--- config.mk ---
export PLATFORM = sky130hd
export DESIGN_NAME = rsst_queue
export DESIGN_NICKNAME = d
export VERILOG_FILES = /design/src/hw/rtl/rsst_pkg.sv /design/src/hw/rtl/rsst_queue.sv
export SDC_FILE = /design/constraint.sdc
export NUM_CORES = 1
export LEC_CHECK = 0
export ABC_CLOCK_PERIOD_IN_PS = 1700
export BUFFER_PORTS_ARGS = -buffer_cell sky130_fd_sc_hd__buf_2
export CORE_MARGIN = 1
export CORE_UTILIZATION = 35
export CTS_BUF_LIST = sky130_fd_sc_hd__clkbuf_16
export DETAILED_ROUTE_END_ITERATION = 8
export GPL_ROUTABILITY_DRIVEN = 0
export PLACE_DENSITY = 0.63
export RECOVER_POWER = 100
export SYNTH_ARGS = -nofsm -noshare
export SYNTH_HDL_FRONTEND = slang
export SYNTH_SLANG_ARGS = --single-unit
--- constraint.sdc ---
create_clock -name clk -period 1.7 [get_ports clk]
set_clock_uncertainty 0.2 [all_clocks]
set_input_delay 0 -clock clk [delete_from_list [all_inputs] [get_ports clk]]
set_output_delay 0 -clock clk [all_outputs]
set_load 0.05 [all_outputs]
--- src/hw/rtl/rsst_pkg.sv ---
`timescale 1ns / 1ps
// ----------------------------------------------------------------------------
// rsst_pkg
// Shared constants, command codes and sequencer states of the range-sum
// segment tree.
// ----------------------------------------------------------------------------
package rsst_pkg;

  localparam int LEAVES_DEF  = 1024;
  localparam int IDX_W       = 10;
  localparam int VAL_W       = 32;
  localparam int SUM_W       = 42;
  localparam int QUEUE_DEPTH = 2;

  typedef enum logic {
    CMD_SET   = 1'b0,
    CMD_QUERY = 1'b1
  } cmd_t;

  typedef enum logic [2:0] {
    ST_CLEAR,
    ST_IDLE,
    ST_LEAF,
    ST_SIB,
    ST_ADD,
    ST_QLO,
    ST_QHI,
    ST_QOUT
  } state_t;

endpackage

--- src/hw/rtl/rsst_queue.sv ---
`timescale 1ns / 1ps
// ----------------------------------------------------------------------------
// rsst_queue
// Short FIFO between the input stage and the tree sequencer.
// ----------------------------------------------------------------------------
module rsst_queue #(
  parameter int W     = 8,
  parameter int DEPTH = rsst_pkg::QUEUE_DEPTH
) (
  input  logic         clk,
  input  logic         rst_n,
  input  logic         push,
  input  logic [W-1:0] push_data,
  input  logic         pop,
  output logic         full,
  output logic         q_valid,
  output logic [W-1:0] q_data
);

  localparam int PW = (DEPTH > 1) ? $clog2(DEPTH) : 1;
  localparam int CW = $clog2(DEPTH + 1);

  logic [W-1:0]  mem_r [DEPTH];
  logic [PW-1:0] wr_ptr_r, wr_ptr_nxt;
  logic [PW-1:0] rd_ptr_r, rd_ptr_nxt;
  logic [CW-1:0] count_r, count_nxt;

  function automatic logic [PW-1:0] ptr_inc(input logic [PW-1:0] p);
    if (int'(p) == DEPTH - 1) begin
      return '0;
    end
    return p + PW'(1);
  endfunction

  assign full    = (int'(count_r) == DEPTH);
  assign q_valid = (count_r != '0);
  assign q_data  = mem_r[rd_ptr_r];

  always_comb begin
    wr_ptr_nxt = push ? ptr_inc(wr_ptr_r) : wr_ptr_r;
    rd_ptr_nxt = pop ? ptr_inc(rd_ptr_r) : rd_ptr_r;
    count_nxt  = count_r + CW'(push) - CW'(pop);
  end

  always_ff @(posedge clk) begin
    if (!rst_n) begin
      wr_ptr_r <= '0;
      rd_ptr_r <= '0;
      count_r  <= '0;
    end else begin
      wr_ptr_r <= wr_ptr_nxt;
      rd_ptr_r <= rd_ptr_nxt;
      count_r  <= count_nxt;
    end
  end

  always_ff @(posedge clk) begin
    if (push) begin
      mem_r[wr_ptr_r] <= push_data;
    end
  end

endmodule

---- Word level (Yosys, flattened, before mapping) ----
Memory sizes are Yosys's and may differ from the RTL's. A register that Yosys moved wholly into a read port is not among the register bits.
Index checks and enable logic that the tools add are counted.
W data, S select, Z words.
word-level totals
  memory bits (writable) .................. 16
  output and inout port bits .............. 10
  register bits after elaboration ......... 4
  logic and storage cells ................. 20
  memories ................................ 1
  bits of input ports ..................... 12
operators by class
  add/subtract/negate cells ............... 4
  muxes and demuxes ....................... 10
  equality and inequality tests ........... 1
  reduce and logical (&&, ||, !) cells .... 1
memory list
  memory  depth  bits a word  rd ports  clocked after Yosys merged registers in  write ports  line              text
  mem_r   2      8            1         1                                        1            rsst_queue.sv:23  logic [W-1:0] mem_r [DEPTH];
operators by type and width
  cell                   count
  $mux W1                10
  $add A1 B1 Y1 const B  2
  $add A2 B1 Y2          1
  $eq A2 B2 Y1 const B   1
  $reduce_bool A2 Y1     1
  $sub A2 B1 Y2          1

---- Longest topological paths before layout ----
  word-level depth ........................ 4
  gate-level depth with buffers ........... 6
  mapped depth without buffers ............ 6

---- Worst setup path before layout ----
No wires, ideal clock.
  path kind ............................... register -> register
  start point ............................. register count_r[0]
  end point ............................... register count_r[1]
  cell stages (with the launch flop) ...... 7
  path buffers ............................ 0
  period minus slack after synthesis ...... 1.343 ns
  data required time ...................... 1.435 ns
  setup time .............................. 0.065 ns
  setup slack ............................. 0.357 ns
  arrival ................................. 1.077 ns
  cell sequence ........................... dfxtp_1 > inv_1 > ha_1 > inv_1 > ha_1 > xnor3_1 > nor2b_1
between the ends
  word-level cells in the longest chain between the ends .. 2
RTL lines
  element                 line              text
  from (decl)             rsst_queue.sv:26  logic [CW-1:0] count_r, count_nxt;
  from (signal assigned)  rsst_queue.sv:53  count_r <= count_nxt;
  $add A2 B1 Y2           rsst_queue.sv:42  count_nxt = count_r + CW'(push) - CW'(pop);
  $sub A2 B1 Y2           rsst_queue.sv:42
No other way between the ends.
A chain may end at the register's enable or synchronous reset.

==> summary.txt <==
Outcome
  • Status: finished, final reports clean

Critical path
  • Crit path from: push
  • Worst EP required: 1.64 ns
  • Startpoint types: input pin
  • R2r worst-path depth: 3
  • R2r startpoint: wr_ptr_r$_SDFFE_PN0P_
  • WS Path Type: input pin to flop
  • Crit path arrival time: 1.57 ns
  • Critical Path End Type: flop
  • Critical path fanouts, max: 4

Finish
  • Fraction of layout cells with a size suffix above 1: 20.5%
  • Area delta synth->final: 41.0%
  • Fin nets: 98
  • Commonest non-fill, non-tap cell in the layout: edfxtp_1
  • Fill count: 180
  • Antenna Cells: 0
  • Multi-input gate area: 213 um2
  • Commonest non-fill, non-tap cells in the layout: edfxtp_1, dlygate4sd3_1, clkbuf_1, mux2_1, clkbuf_2
  • Register area: 581 um2

GRT
  • Met1 GRT Util: 11.8%
  • Vias in the first global route: between 400 and 500
  • GR Util met3: 1.85%
  • Gr busiest metal: met2
  • Largest net degree at the start of global routing: 12
  • Initial antenna violation count: 0
  • Global-route wire length before repair: 1900 um
  • Grt met2 use: 19.1%
  • GR Util All Layers: about 11%
  • GRT Residual Overflow: 0

Die
  • Cell row count: 16
  • Die area: 0.00249 mm2
  • Initial Utilization: 39.0%
  • Die H: roughly 50 um
  • Die Width: about 50 um
  • Core area: 0.00206 mm2
  • # IOs: 22

Clock network
  • Num CTS Buffers: 3
  • Clk root buf: clkbuf_16
  • Reg clk slew, reported paths: 0.06 ns
  • CTS H-Tree Depth: 1
  • Clk Latency, worst-skew pair: 0.25 ns
  • CTS tree: done
  • Clock sinks: 21
  • Clock buffer depth: 2

Logic synthesis
  • Synth Cell Area: 803 um2
  • Post-synth top area cell: edfxtp_1
  • Syn Area/Cell: 17.5 um2
  • Top cell type's share of synthesized area: 59.8%
  • Seq/Total Area, Yosys: 72.3%
  • Distinct cells, synth: 12
  • Yosys warning count: 0
  • Largest cells by area after synthesis: edfxtp_1, dfxtp_1, mux2_1
  • Mapped Cells: 46
  • Syn_nets: 60
  • #FFs+latches synth: 21

STA
  • Final hold vios: 0
  • Fin crit share: 95.7%
  • Slew HR: between 60% and 70%
  • Worst Tran Pin Value: 0.595 ns
  • Slew Viols, Final: 0
  • Finish-stage setup viols: 0
  • Highest attainable clock frequency: 0.615 GHz
  • Final setup margin: 0.0734 ns
  • Min Tclk post-route: 1.63 ns
  • RSZ-0062 raised after global routing: no
  • Aggregate negative setup slack: 0 ns

Placed design
  • Dpl ws: 0.268 ns
  • Post-DP HPWL: 824 um
  • Port bufs: 21

Drt
  • Drt pass-1 iters: 2
  • Post-route DRC violation count: 0
  • DR iter-0 viols: 11
  • WL/cell: 11.5 um
  • Final WL: 1260 um
  • ANT nets after route: 0
  • Routed vias: between 400 and 500
  • Vias/cell: 4.44

Hold path
  • Hold path start: push_data[1]
  • HP Class: input pin to flop
  • Hold path depth: 2

Power and ir drop
  • Peak VDD IR: 573 uV
  • Overall power: 1.36 mW
  • Pwr Density: 1200 mW/mm2
  • Lkg Pwr: 0.448 nW

Job
  • Max cap viols: 0
metrics by stage:
step	util [%]	hold slack (ns)	std cells	area (um2)
2_1_floorplan	-	-0.101	46	803
3_3_place_gp	45.8	-0.0111	94	945
3_5_place_dp	45.8	-0.00858	94	945
4_1_cts	55.5	0.266	110	1140
5_1_grt	54.9	0.276	110	1130
6_report	54.9	0.272	110	1130
timing repair:
item	4_1_cts	5_1_grt
hold buffers	12	0
endpoints found under the hold margin	21	0
endpoints found under the setup margin	0	1
setup buffers	0	0
gates resized for setup	0	1
area by class of cell:
class                      instances  area share (%)
multi-input combinational         22            18.8
clock inverter                     1           0.331
sequential                        21            51.3
clock buffer                       3            6.63
inverter                           2           0.663
tap                               27            2.98
timing repair buffer              34            19.3
report_power, final:
group	leakage (nW)	switching [mW]	internal [mW]
registers	0.192	0.0207	0.592
logic	0.214	0.173	0.0987
clock network	0.0423	0.166	0.313
total	0.448	0.360	1.00
synthesized netlist by cell type:
cell       n
edfxtp_1  16
mux2_1     8
dfxtp_1    5
and2_1     4
nor2b_1    4
ha_1       2
inv_1      2
buf_2      1
o21a_1     1
or2_1      1
xnor3_1    1
xor2_1     1
registers in the layout (all words and copies together) (netlist names), named ones only:
register  count
count_r       2
rd_ptr_r      1
mem_r        16
wr_ptr_r      1
per-layer routing:
layer  part of all wire, %  vias to the layer above  routed length, um
met3                   2.8                        4                 35
met1                    40                      234                501
met5                     0                        -                  0
met4                   2.9                        0                 37
met2                    54                       13                685
li1                      -                      237                  -
logic make-up after synthesis:
logic type | synth area share (%)
AO/OA/AOI/OAI | 0.935
buffers and inverters | 1.56
XOR/XNOR | 3.89
flip-flops | 72.3
adder cells (fa/ha/maj) | 3.11
AND/OR/NAND/NOR | 7.01
multiplexers | 11.2
worst max-delay path, stage by stage:
cell and delay (ns):
dlygate4sd3_1 0.53, buf_2 0.14, nor2b_2 0.18, o21a_1 0.18, dlygate4sd3_1 0.54
worst paths after layout:
| kind | to | slack (ns) |
|---|---|---|
| setup reg to reg | wr_ptr_r$_SDFFE_PN0P_ | 0.25 |
| hold reg to reg | rd_ptr_r$_SDFFE_PN0P_ | 0.39 |
| setup / recovery | wr_ptr_r$_SDFFE_PN0P_ | 0.07 |
| hold / removal | mem_r[0][1]$_DFFE_PP_ | 0.27 |
(Power assumes the default switching activity.)
