File: src/hw/rtl/rsst_pkg.sv
`timescale 1ns / 1ps
// ----------------------------------------------------------------------------
// rsst_pkg
// Shared constants, command codes and sequencer states of the range-sum
// segment tree.
// ----------------------------------------------------------------------------
package rsst_pkg;

  localparam int LEAVES_DEF  = 1024;
  localparam int IDX_W       = 10;
  localparam int VAL_W       = 32;
  localparam int SUM_W       = 42;
  localparam int QUEUE_DEPTH = 2;

  typedef enum logic {
    CMD_SET   = 1'b0,
    CMD_QUERY = 1'b1
  } cmd_t;

  typedef enum logic [2:0] {
    ST_CLEAR,
    ST_IDLE,
    ST_LEAF,
    ST_SIB,
    ST_ADD,
    ST_QLO,
    ST_QHI,
    ST_QOUT
  } state_t;

endpackage

File: src/hw/rtl/rsst_front.sv
`timescale 1ns / 1ps
// ----------------------------------------------------------------------------
// rsst_front
// Input stage: accept transactions, drop out-of-range sets, clamp query
// ranges and turn leaf indices into tree node bounds for the queue.
// ----------------------------------------------------------------------------
module rsst_front #(
  parameter int LEAVES = rsst_pkg::LEAVES_DEF,
  parameter int HW     = $clog2(LEAVES) + 2,
  parameter int QW     = 1 + 2 * HW + rsst_pkg::VAL_W
) (
  input  logic                              in_valid,
  output logic                              in_stall,
  input  logic                              in_cmd,
  input  logic [rsst_pkg::IDX_W-1:0]        in_first_index,
  input  logic [rsst_pkg::IDX_W-1:0]        in_last_index,
  input  logic signed [rsst_pkg::VAL_W-1:0] in_leaf_value,
  input  logic                              clearing,
  input  logic                              q_full,
  output logic                              q_push,
  output logic [QW-1:0]                     q_data
);

  logic                       is_query;
  logic                       first_out;
  logic                       empty_rng;
  logic [rsst_pkg::IDX_W-1:0] last_c;
  logic [HW-1:0]              lo;
  logic [HW-1:0]              hi;

  assign in_stall  = q_full | clearing;
  assign is_query  = (rsst_pkg::cmd_t'(in_cmd) == rsst_pkg::CMD_QUERY);
  assign first_out = int'(in_first_index) >= LEAVES;

  always_comb begin
    if (int'(in_last_index) >= LEAVES) begin
      last_c = rsst_pkg::IDX_W'(LEAVES - 1);
    end else begin
      last_c = in_last_index;
    end
  end

  assign empty_rng = first_out | (in_first_index > last_c);

  always_comb begin
    if (is_query && empty_rng) begin
      lo = HW'(1);
      hi = HW'(1);
    end else begin
      lo = HW'(in_first_index) + HW'(LEAVES);
      hi = HW'(last_c) + HW'(LEAVES) + HW'(1);
    end
  end

  assign q_push = in_valid & ~in_stall & (is_query | ~first_out);
  assign q_data = {is_query, lo, hi, in_leaf_value};

endmodule

File: config.mk
export PLATFORM = sky130hd
export DESIGN_NAME = rsst_front
export DESIGN_NICKNAME = d
export VERILOG_FILES = /design/src/hw/rtl/rsst_pkg.sv /design/src/hw/rtl/rsst_front.sv
export SDC_FILE = /design/constraint.sdc
export NUM_CORES = 1
export LEC_CHECK = 0
export ABC_AREA = 1
export BUFFER_PORTS_ARGS = -buffer_cell sky130_fd_sc_hd__buf_2
export CAP_MARGIN = 5
export CORE_ASPECT_RATIO = 0.7
export CORE_MARGIN = 3
export CORE_UTILIZATION = 39
export DETAILED_ROUTE_END_ITERATION = 12
export PLACE_DENSITY = 0.95
export RECOVER_POWER = 50
export SETUP_SLACK_MARGIN = 0.2
export SLEW_MARGIN = 20
export SYNTH_ARGS = -nofsm -noshare
export SYNTH_HDL_FRONTEND = slang
export SYNTH_SLANG_ARGS = --single-unit
File: constraint.sdc
create_clock -name vclk -period 2.9
set_input_delay 0.58 -clock vclk [all_inputs]
set_output_delay 0.58 -clock vclk [all_outputs]
set_load 0.03 [all_outputs]
* Yosys cells after proc, flatten, opt, wreduce, memory -nomap -nowiden
Cells that the tools add are included.
** Word-level totals
- Input port bits :: 56
- Word-level logic and storage cells :: 10
- Output and inout bits :: 59
- Register bits :: 0
** Operators by class
- Multiplexer cells :: 2
- Magnitude comparators :: 1
- Bitwise operators :: 3
- Reduce and logical (&&, ||, !) cells :: 1
- Add/sub/neg operators :: 3
** Operators by type and width (count)
- adder 10 x 11 -> 12 bit, second input constant :: 2
- 2-to-1 mux 12 bit :: 2
- adder 12 x 1 -> 12 bit, second input constant :: 1
- greater-than comparator 10 bit :: 1
- bitwise AND 1 bit :: 1
- logical AND 1 bit :: 1
- inverter 1 bit :: 1
- bitwise OR 1 bit :: 1

* Longest topological paths before layout
Gate-level depths: netlist of run 1.
- Word-level depth :: 3
- Depth in mapped cells :: 10
- Gate-level depth less buffers :: 10

* Worst setup path before layout of run 1
Ideal clock, no wire load.
- Path type :: in2out
- Start point :: input port in_last_index[9] in the netlist's numbering
- End point :: output port q_data[32]
- Buffers on the path :: 0
- Path slack :: 0.475 ns
- Data arrival time :: 1.845 ns
- Stages :: 8
- Required time :: 2.320 ns
- Cells stage by stage :: inv_1 ha_1 nand2_1 inv_1 a21oi_1 nand3_2 nand2_1 nand2_1
** On the way
- Cells in the longest elaborated chain, start to end :: 3
** RTL lines
- start: declaration :: RTL line rsst_front.sv:16 : input logic [rsst_pkg::IDX_W-1:0] in_last_index,
- greater-than comparator 10 bit :: RTL line rsst_front.sv:43 : assign empty_rng = first_out | (in_first_index > last_c);
- logical AND 1 bit :: RTL line rsst_front.sv:46 : if (is_query && empty_rng) begin
- 2-to-1 mux 12 bit :: RTL line rsst_front.sv:46
- end: declaration :: RTL line rsst_front.sv:21 : output logic [QW-1:0] q_data
Every way passes these cells.

* Final worst setup path of run 1
- Start point :: input port in_last_index[9] in the netlist's numbering
- End point :: output port q_data[47]
The elaborated chain is that of the path after synthesis.

==> results of run 1 <==
-- kinds of logic (layout without fill, tap and decap cells) --
kind of cell / Yosys count / in the layout / synth area share (%)
fa+ha+maj: 11 / 11 / 13.6
other cells: 1 / 1 / 0.370
buf+inv: 69 / 85 / 41.2
xor+xnor: 4 / 4 / 3.46
compound gates: 26 / 26 / 20.3
simple gates: 50 / 50 / 21.1
-- placed cells by master, fill, tap and decap left out, drive strengths merged --
cell type	n
a21oi	22
nand2	34
xor2	3
buf	50
or2	1
nand3b	1
nand3	2
conb	1
xnor2	1
nand4	2
ha	11
nor2	10
clkbuf	2
clkinv	1
o21ai	4
inv	32
-- power breakdown --
group | switching [mW] | leakage [nW] | total [mW] | internal [mW]
clock | 0 | 0 | 0 | 0
sequential | 0 | 0 | 0 | 0
combinational | 0.157 | 0.646 | 0.240 | 0.0833
total | 0.157 | 0.646 | 0.240 | 0.0833
-- per-stage QoR --
stage | hold WS, ps | utilization [%] | cells | setup WS [ps]
2_1_floorplan | 1280 | - | 161 | 475
3_3_place_gp | 1160 | 44.3 | 207 | 183
3_5_place_dp | 1160 | 44.3 | 207 | 75.5
4_1_cts | 1160 | 44.6 | 207 | 241
5_1_grt | 1160 | 46.8 | 209 | 186
6_report | 1160 | 46.8 | 209 | 306
-- how the worst max path moves through the flow --
stage          slack [ps]        startpoint          to
6_report              310  in_last_index[9]  q_data[47]
5_1_grt               190  in_last_index[9]  q_data[44]
4_1_cts               240  in_last_index[9]  q_data[44]
3_5_place_dp           80  in_last_index[9]  q_data[44]
3_3_place_gp          180  in_last_index[5]  q_data[32]
2_1_floorplan         480  in_last_index[9]  q_data[32]
-- cell type report --
class / instances / area [sq um]
Timing Repair Buffer: 52 / 295
Multi-Input combinational cell: 92 / 606
Timing Repair inverter: 2 / 12.5
Fill cell: 244 / 1220
Tap cell: 32 / 40.0
Inverter: 31 / 121
-- what timing repair did --
| item | in CTS | in global routing |
|---|---|---|
| cloned | 0 | 2 |
| pin swaps | 0 | 2 |
| endpoints found under the hold margin | 0 | 0 |
| setup endpoints to repair | 3 | 19 |
| gates resized for setup | 2 | 21 |
-- worst max-delay path, stage by stage --
cell and delay (ps):
buf_2 110, inv_1 70, ha_1 300, nand2_1 110, inv_1 50, a21oi_1 170
nand3_2 130, buf_4 190, a21oi_2 110, buf_2 200
-- metal layers --
metal	vias to the layer above	GRT usage, %	share of wire [%]
li1	492	-	-
met1	398	18.5	44
met2	50	21.4	44
met3	2	4.63	11
met4	0	0.337	0.33
met5	-	0	0
==> impl_metrics.py, run 1 <==
metrics = {
    "worst_setup_path": {
        "critPathMaxFanout": 6,
        "critPathArrivalTime_ps": 2010,
        "crit_type": "input pin to output pin",
        "required_ps": 2320,
        "critPathLaunchType": "input pin",
        "cp-end-kind": "output pin",
    },
    "synth": {
        "syn_avg_cell_area_sq_um": 6.29,
        "synth_commonest_cells": "buf_4, nand2_1, inv_1",
        "yosys.area.top_type": "buf_4",
        "syn-num-nets": 228,
        "syn_inst": 161,
        "synth.area.top_cells": "buf_4, a21oi_2, ha_1",
        "yosysWarnings": 0,
        "ys_seq_area_share_pct": 0,
        "syn-cell-area_sq_um": 1010,
        "ys_types": 20,
        "synth_top_area_share_pct": 25.2,
    },
    "power": {
        "power.total_mw": 0.240,
        "ir_drop_mv": 0.0825,
        "p_per_area_nw_per_um2": 223,
        "leakage_nw": 0.646,
    },
    "timing": {
        "period_needed_ps": 2590,
        "fin_tns_setup_ps": 0,
        "finalHoldViolCount": 0,
        "slew_viol_final": 0,
        "finalSetupViolCount": 0,
        "fmax_mhz": 386,
        "rsz0062_at_grt": "true",
        "period_share_pct": 89.4,
    },
    "floorplanning": {
        "io_pins": 115,
        "die_w_microns": 66.9,
        "dieArea_sq_um": 3250,
        "fp.dieH_microns": 48.6,
        "coreArea_sq_um": 2290,
        "initial_core_util_pct": 44.1,
        "rows": 14,
    },
    "min_path": {
        "min_from": "in_leaf_value[12]",
        "hold_end": "q_data[12]",
        "hold_path.class": "input pin to output pin",
        "holdPathStages": 0,
    },
    "grt": {
        "grt_first_pass_wirelength_mm": 3.68,
        "antenna_found_initial": 0,
        "grt_pass1_vias": 802,
        "grt_overflow": 0,
        "grt_max_degree": 22,
        "grt_use_total_pct": 13.5,
    },
    "place": {
        "place_congestion": 0.926,
        "placed_area_sq_um": 1020,
        "io_buffer_count": 50,
        "hpwl_mm": 1.98,
    },
    "final_layout": {
        "design_area_sq_um": 1070,
        "layout-drive-gt1-share_pct": 46.3,
        "seq_area_sq_um": 0,
        "nClkBuffers": 0,
        "area_growth_pct": 6.18,
        "layout.nets": 246,
        "n_antenna_cell": 0,
        "seq_cell_count": 0,
    },
    "drt": {
        "drt-initial-drc-count": 94,
        "post-route-drc-count": 0,
        "avgRoutedWirePerCell_microns": 11.4,
        "vias": 942,
        "vias_per_cell": 4.51,
        "antenna_left": 0,
        "dr.pass1.iters": 4,
        "drt_wl_total_mm": 2.39,
    },
    "run": {
        "cap_viol_max_count": 0,
    },
    "run_status": {
        "status": "finished clean",
    },
    "clock_network": {
        "ctsHoldBuffers": 0,
        "cts_setup_buffers": 0,
    },
}
Power figures use the tool's default switching activity.
==> run 2, diff against run 1 <==
--- a/config.mk
+++ b/config.mk
@@ -10,9 +10,9 @@
 export CAP_MARGIN = 5
 export CORE_ASPECT_RATIO = 0.7
 export CORE_MARGIN = 3
-export CORE_UTILIZATION = 39
+export CORE_UTILIZATION = 36
 export DETAILED_ROUTE_END_ITERATION = 12
-export PLACE_DENSITY = 0.95
+export PLACE_DENSITY = 0.9
 export RECOVER_POWER = 50
 export SETUP_SLACK_MARGIN = 0.2
 export SLEW_MARGIN = 20
==> constraint.sdc (replaced) <==
create_clock -name vclk -period 2.85
set_input_delay 0.57 -clock vclk [all_inputs]
set_output_delay 0.57 -clock vclk [all_outputs]
set_load 0.03 [all_outputs]
==> run 2 against run 1 <==
Net effect: core utilization decreased by 6.4 points; hold slack got worse by 20 ps; sequential share of layout area unchanged; sequential cell count unchanged; global-route usage decreased by 1.9 points; wire length decreased by 8.4%; highest routed layer unchanged; die area increased by 7.4%.
==> impl_metrics.py, run 2 (synthesized netlist as in run 1, its figures left out) <==
metrics = {
    "worst_setup_path": {
        "critPathArrivalTime_ps": 1980,
        "critPathLaunchType": "input pin",
        "max_stage_delay_ps": 280,
        "critPathMaxFanout": 21,
        "worst_path_max_delay_cell": "ha_1",
        "path_cells": "buf_2, inv_1, ha_1, nand2_1, nor2_2, nand3b_1, nand2_1, inv_6, nand2_1, nand2_1, clkbuf_4",
        "cp_top_family": "buffers and inverters",
        "cp_num_buf_inv": 4,
        "cp_common_cell": "nand2_1",
        "cp-end-kind": "output pin",
        "crit_type": "input pin to output pin",
        "required_ps": 2280,
    },
    "floorplanning": {
        "fp.dieH_microns": 50.4,
        "dieArea_sq_um": 3490,
        "coreArea_sq_um": 2570,
        "die_w_microns": 69.4,
        "io_pins": 115,
        "initial_core_util_pct": 39.4,
        "rows": 15,
    },
    "grt": {
        "grt_overflow": 0,
        "grt_first_pass_wirelength_mm": 3.44,
        "grt_max_degree": 22,
        "grt_pass1_vias": 748,
        "antenna_found_initial": 0,
        "grt_use_total_pct": 11.6,
    },
    "min_path": {
        "hold_path.class": "input pin to output pin",
    },
    "timing": {
        "fmax_mhz": 392,
        "period_needed_ps": 2550,
        "period_share_pct": 89.6,
        "finalSetupViolCount": 0,
        "fin_tns_setup_ps": 0,
        "slew_viol_final": 0,
        "rsz0062_at_grt": "true",
        "final.setup.worst_slack_ps": 297,
        "finalHoldViolCount": 0,
    },
    "final_layout": {
        "final_cell_mix": "buf_2, nand2_1, inv_1, a21oi_2, ha_1",
        "final_common_cell": "buf_2",
        "layout.nets": 245,
        "n_antenna_cell": 0,
        "area_growth_pct": 2.84,
        "nClkBuffers": 0,
        "layout-drive-gt1-share_pct": 45.5,
        "seq_cell_count": 0,
        "seq_area_sq_um": 0,
        "utilization_pct": 40.5,
    },
    "power": {
        "p_per_area_nw_per_um2": 224,
        "power_switching_mw": 0.156,
        "swShare_pct": 66.9,
        "seqPwrFrac_pct": 0,
        "p_comb_share_pct": 100.0,
        "leakage_nw": 0.633,
        "power.internal_mw": 0.0772,
        "clock_power_share_pct": 0,
        "ir_drop_mv": 0.104,
    },
    "run_status": {
        "status": "finished clean",
    },
    "run": {
        "cap_viol_max_count": 0,
    },
    "clock_network": {
        "cts_setup_buffers": 0,
        "ctsHoldBuffers": 0,
    },
    "drt": {
        "vias_per_cell": 4.36,
        "vias": 916,
        "avgRoutedWirePerCell_microns": 10.4,
        "drt-initial-drc-count": 29,
        "dr.pass1.iters": 4,
        "drt_wl_total_mm": 2.19,
        "post-route-drc-count": 0,
        "antenna_left": 0,
    },
    "place": {
        "hpwl_mm": 1.91,
        "io_buffer_count": 50,
        "preCtsSetupSlack_ps": 63.2,
        "place_congestion": 0.788,
    },
}
==> run 2: changes by cell type in the layout (fill, tap and decap cells not counted), sizes merged <==
cell | before | now
buf | 50 | 52
clkbuf | 2 | 1
clkinv | 1 | 0
inv | 32 | 31
==> run 2: layer usage <==
metal / share of wire (%) / vias to the layer above / track usage [%]
met5: 0 / - / 0
met4: 0.18 / 0 / 1.30
met3: 8.3 / 2 / 2.20
met2: 44 / 37 / 19.3
met1: 47 / 388 / 16.0
li1: - / 489 / -
==> run 2: final timing paths <==
kind                         startpoint         end  slack, ps  depth (start not counted)
worst max-delay path   in_last_index[9]  q_data[44]        300                         11
worst min-delay path  in_leaf_value[13]  q_data[13]       1140                          0
==> run 2: power groups by stage <==
stage               combinational, mW  clock [mW]  sequential [mW]
finish                          0.233           0                0
global route                    0.255           0                0
CTS                             0.234           0                0
detailed placement              0.233           0                0
global placement                0.229           0                0
floorplan                       0.254           0                0
==> run 2: area by class of cell <==
| type | instances | area [sq um] |
|---|---|---|
| fill | 283 | 1530 |
| inverter | 31 | 121 |
| multi-input combinational | 92 | 599 |
| tap | 34 | 42.5 |
| timing repair buffer | 53 | 278 |
==> run 2: timing repair <==
item / 4_1_cts / 5_1_grt
cloned: 0 / 0
setup endpoints to repair: 9 / 14
pin swaps: 0 / 1
resized for setup: 1 / 5
==> run 2: per-stage QoR <==
step | power, mW | hold slack [ps] | area [sq um] | cells
after floorplan | 0.254 | 1260 | 1010 | 161
after global placement | 0.229 | 1140 | 1030 | 210
after detailed placement | 0.233 | 1140 | 1030 | 210
after CTS | 0.234 | 1140 | 1030 | 210
after global routing | 0.255 | 1140 | 1040 | 210
final | 0.233 | 1140 | 1040 | 210
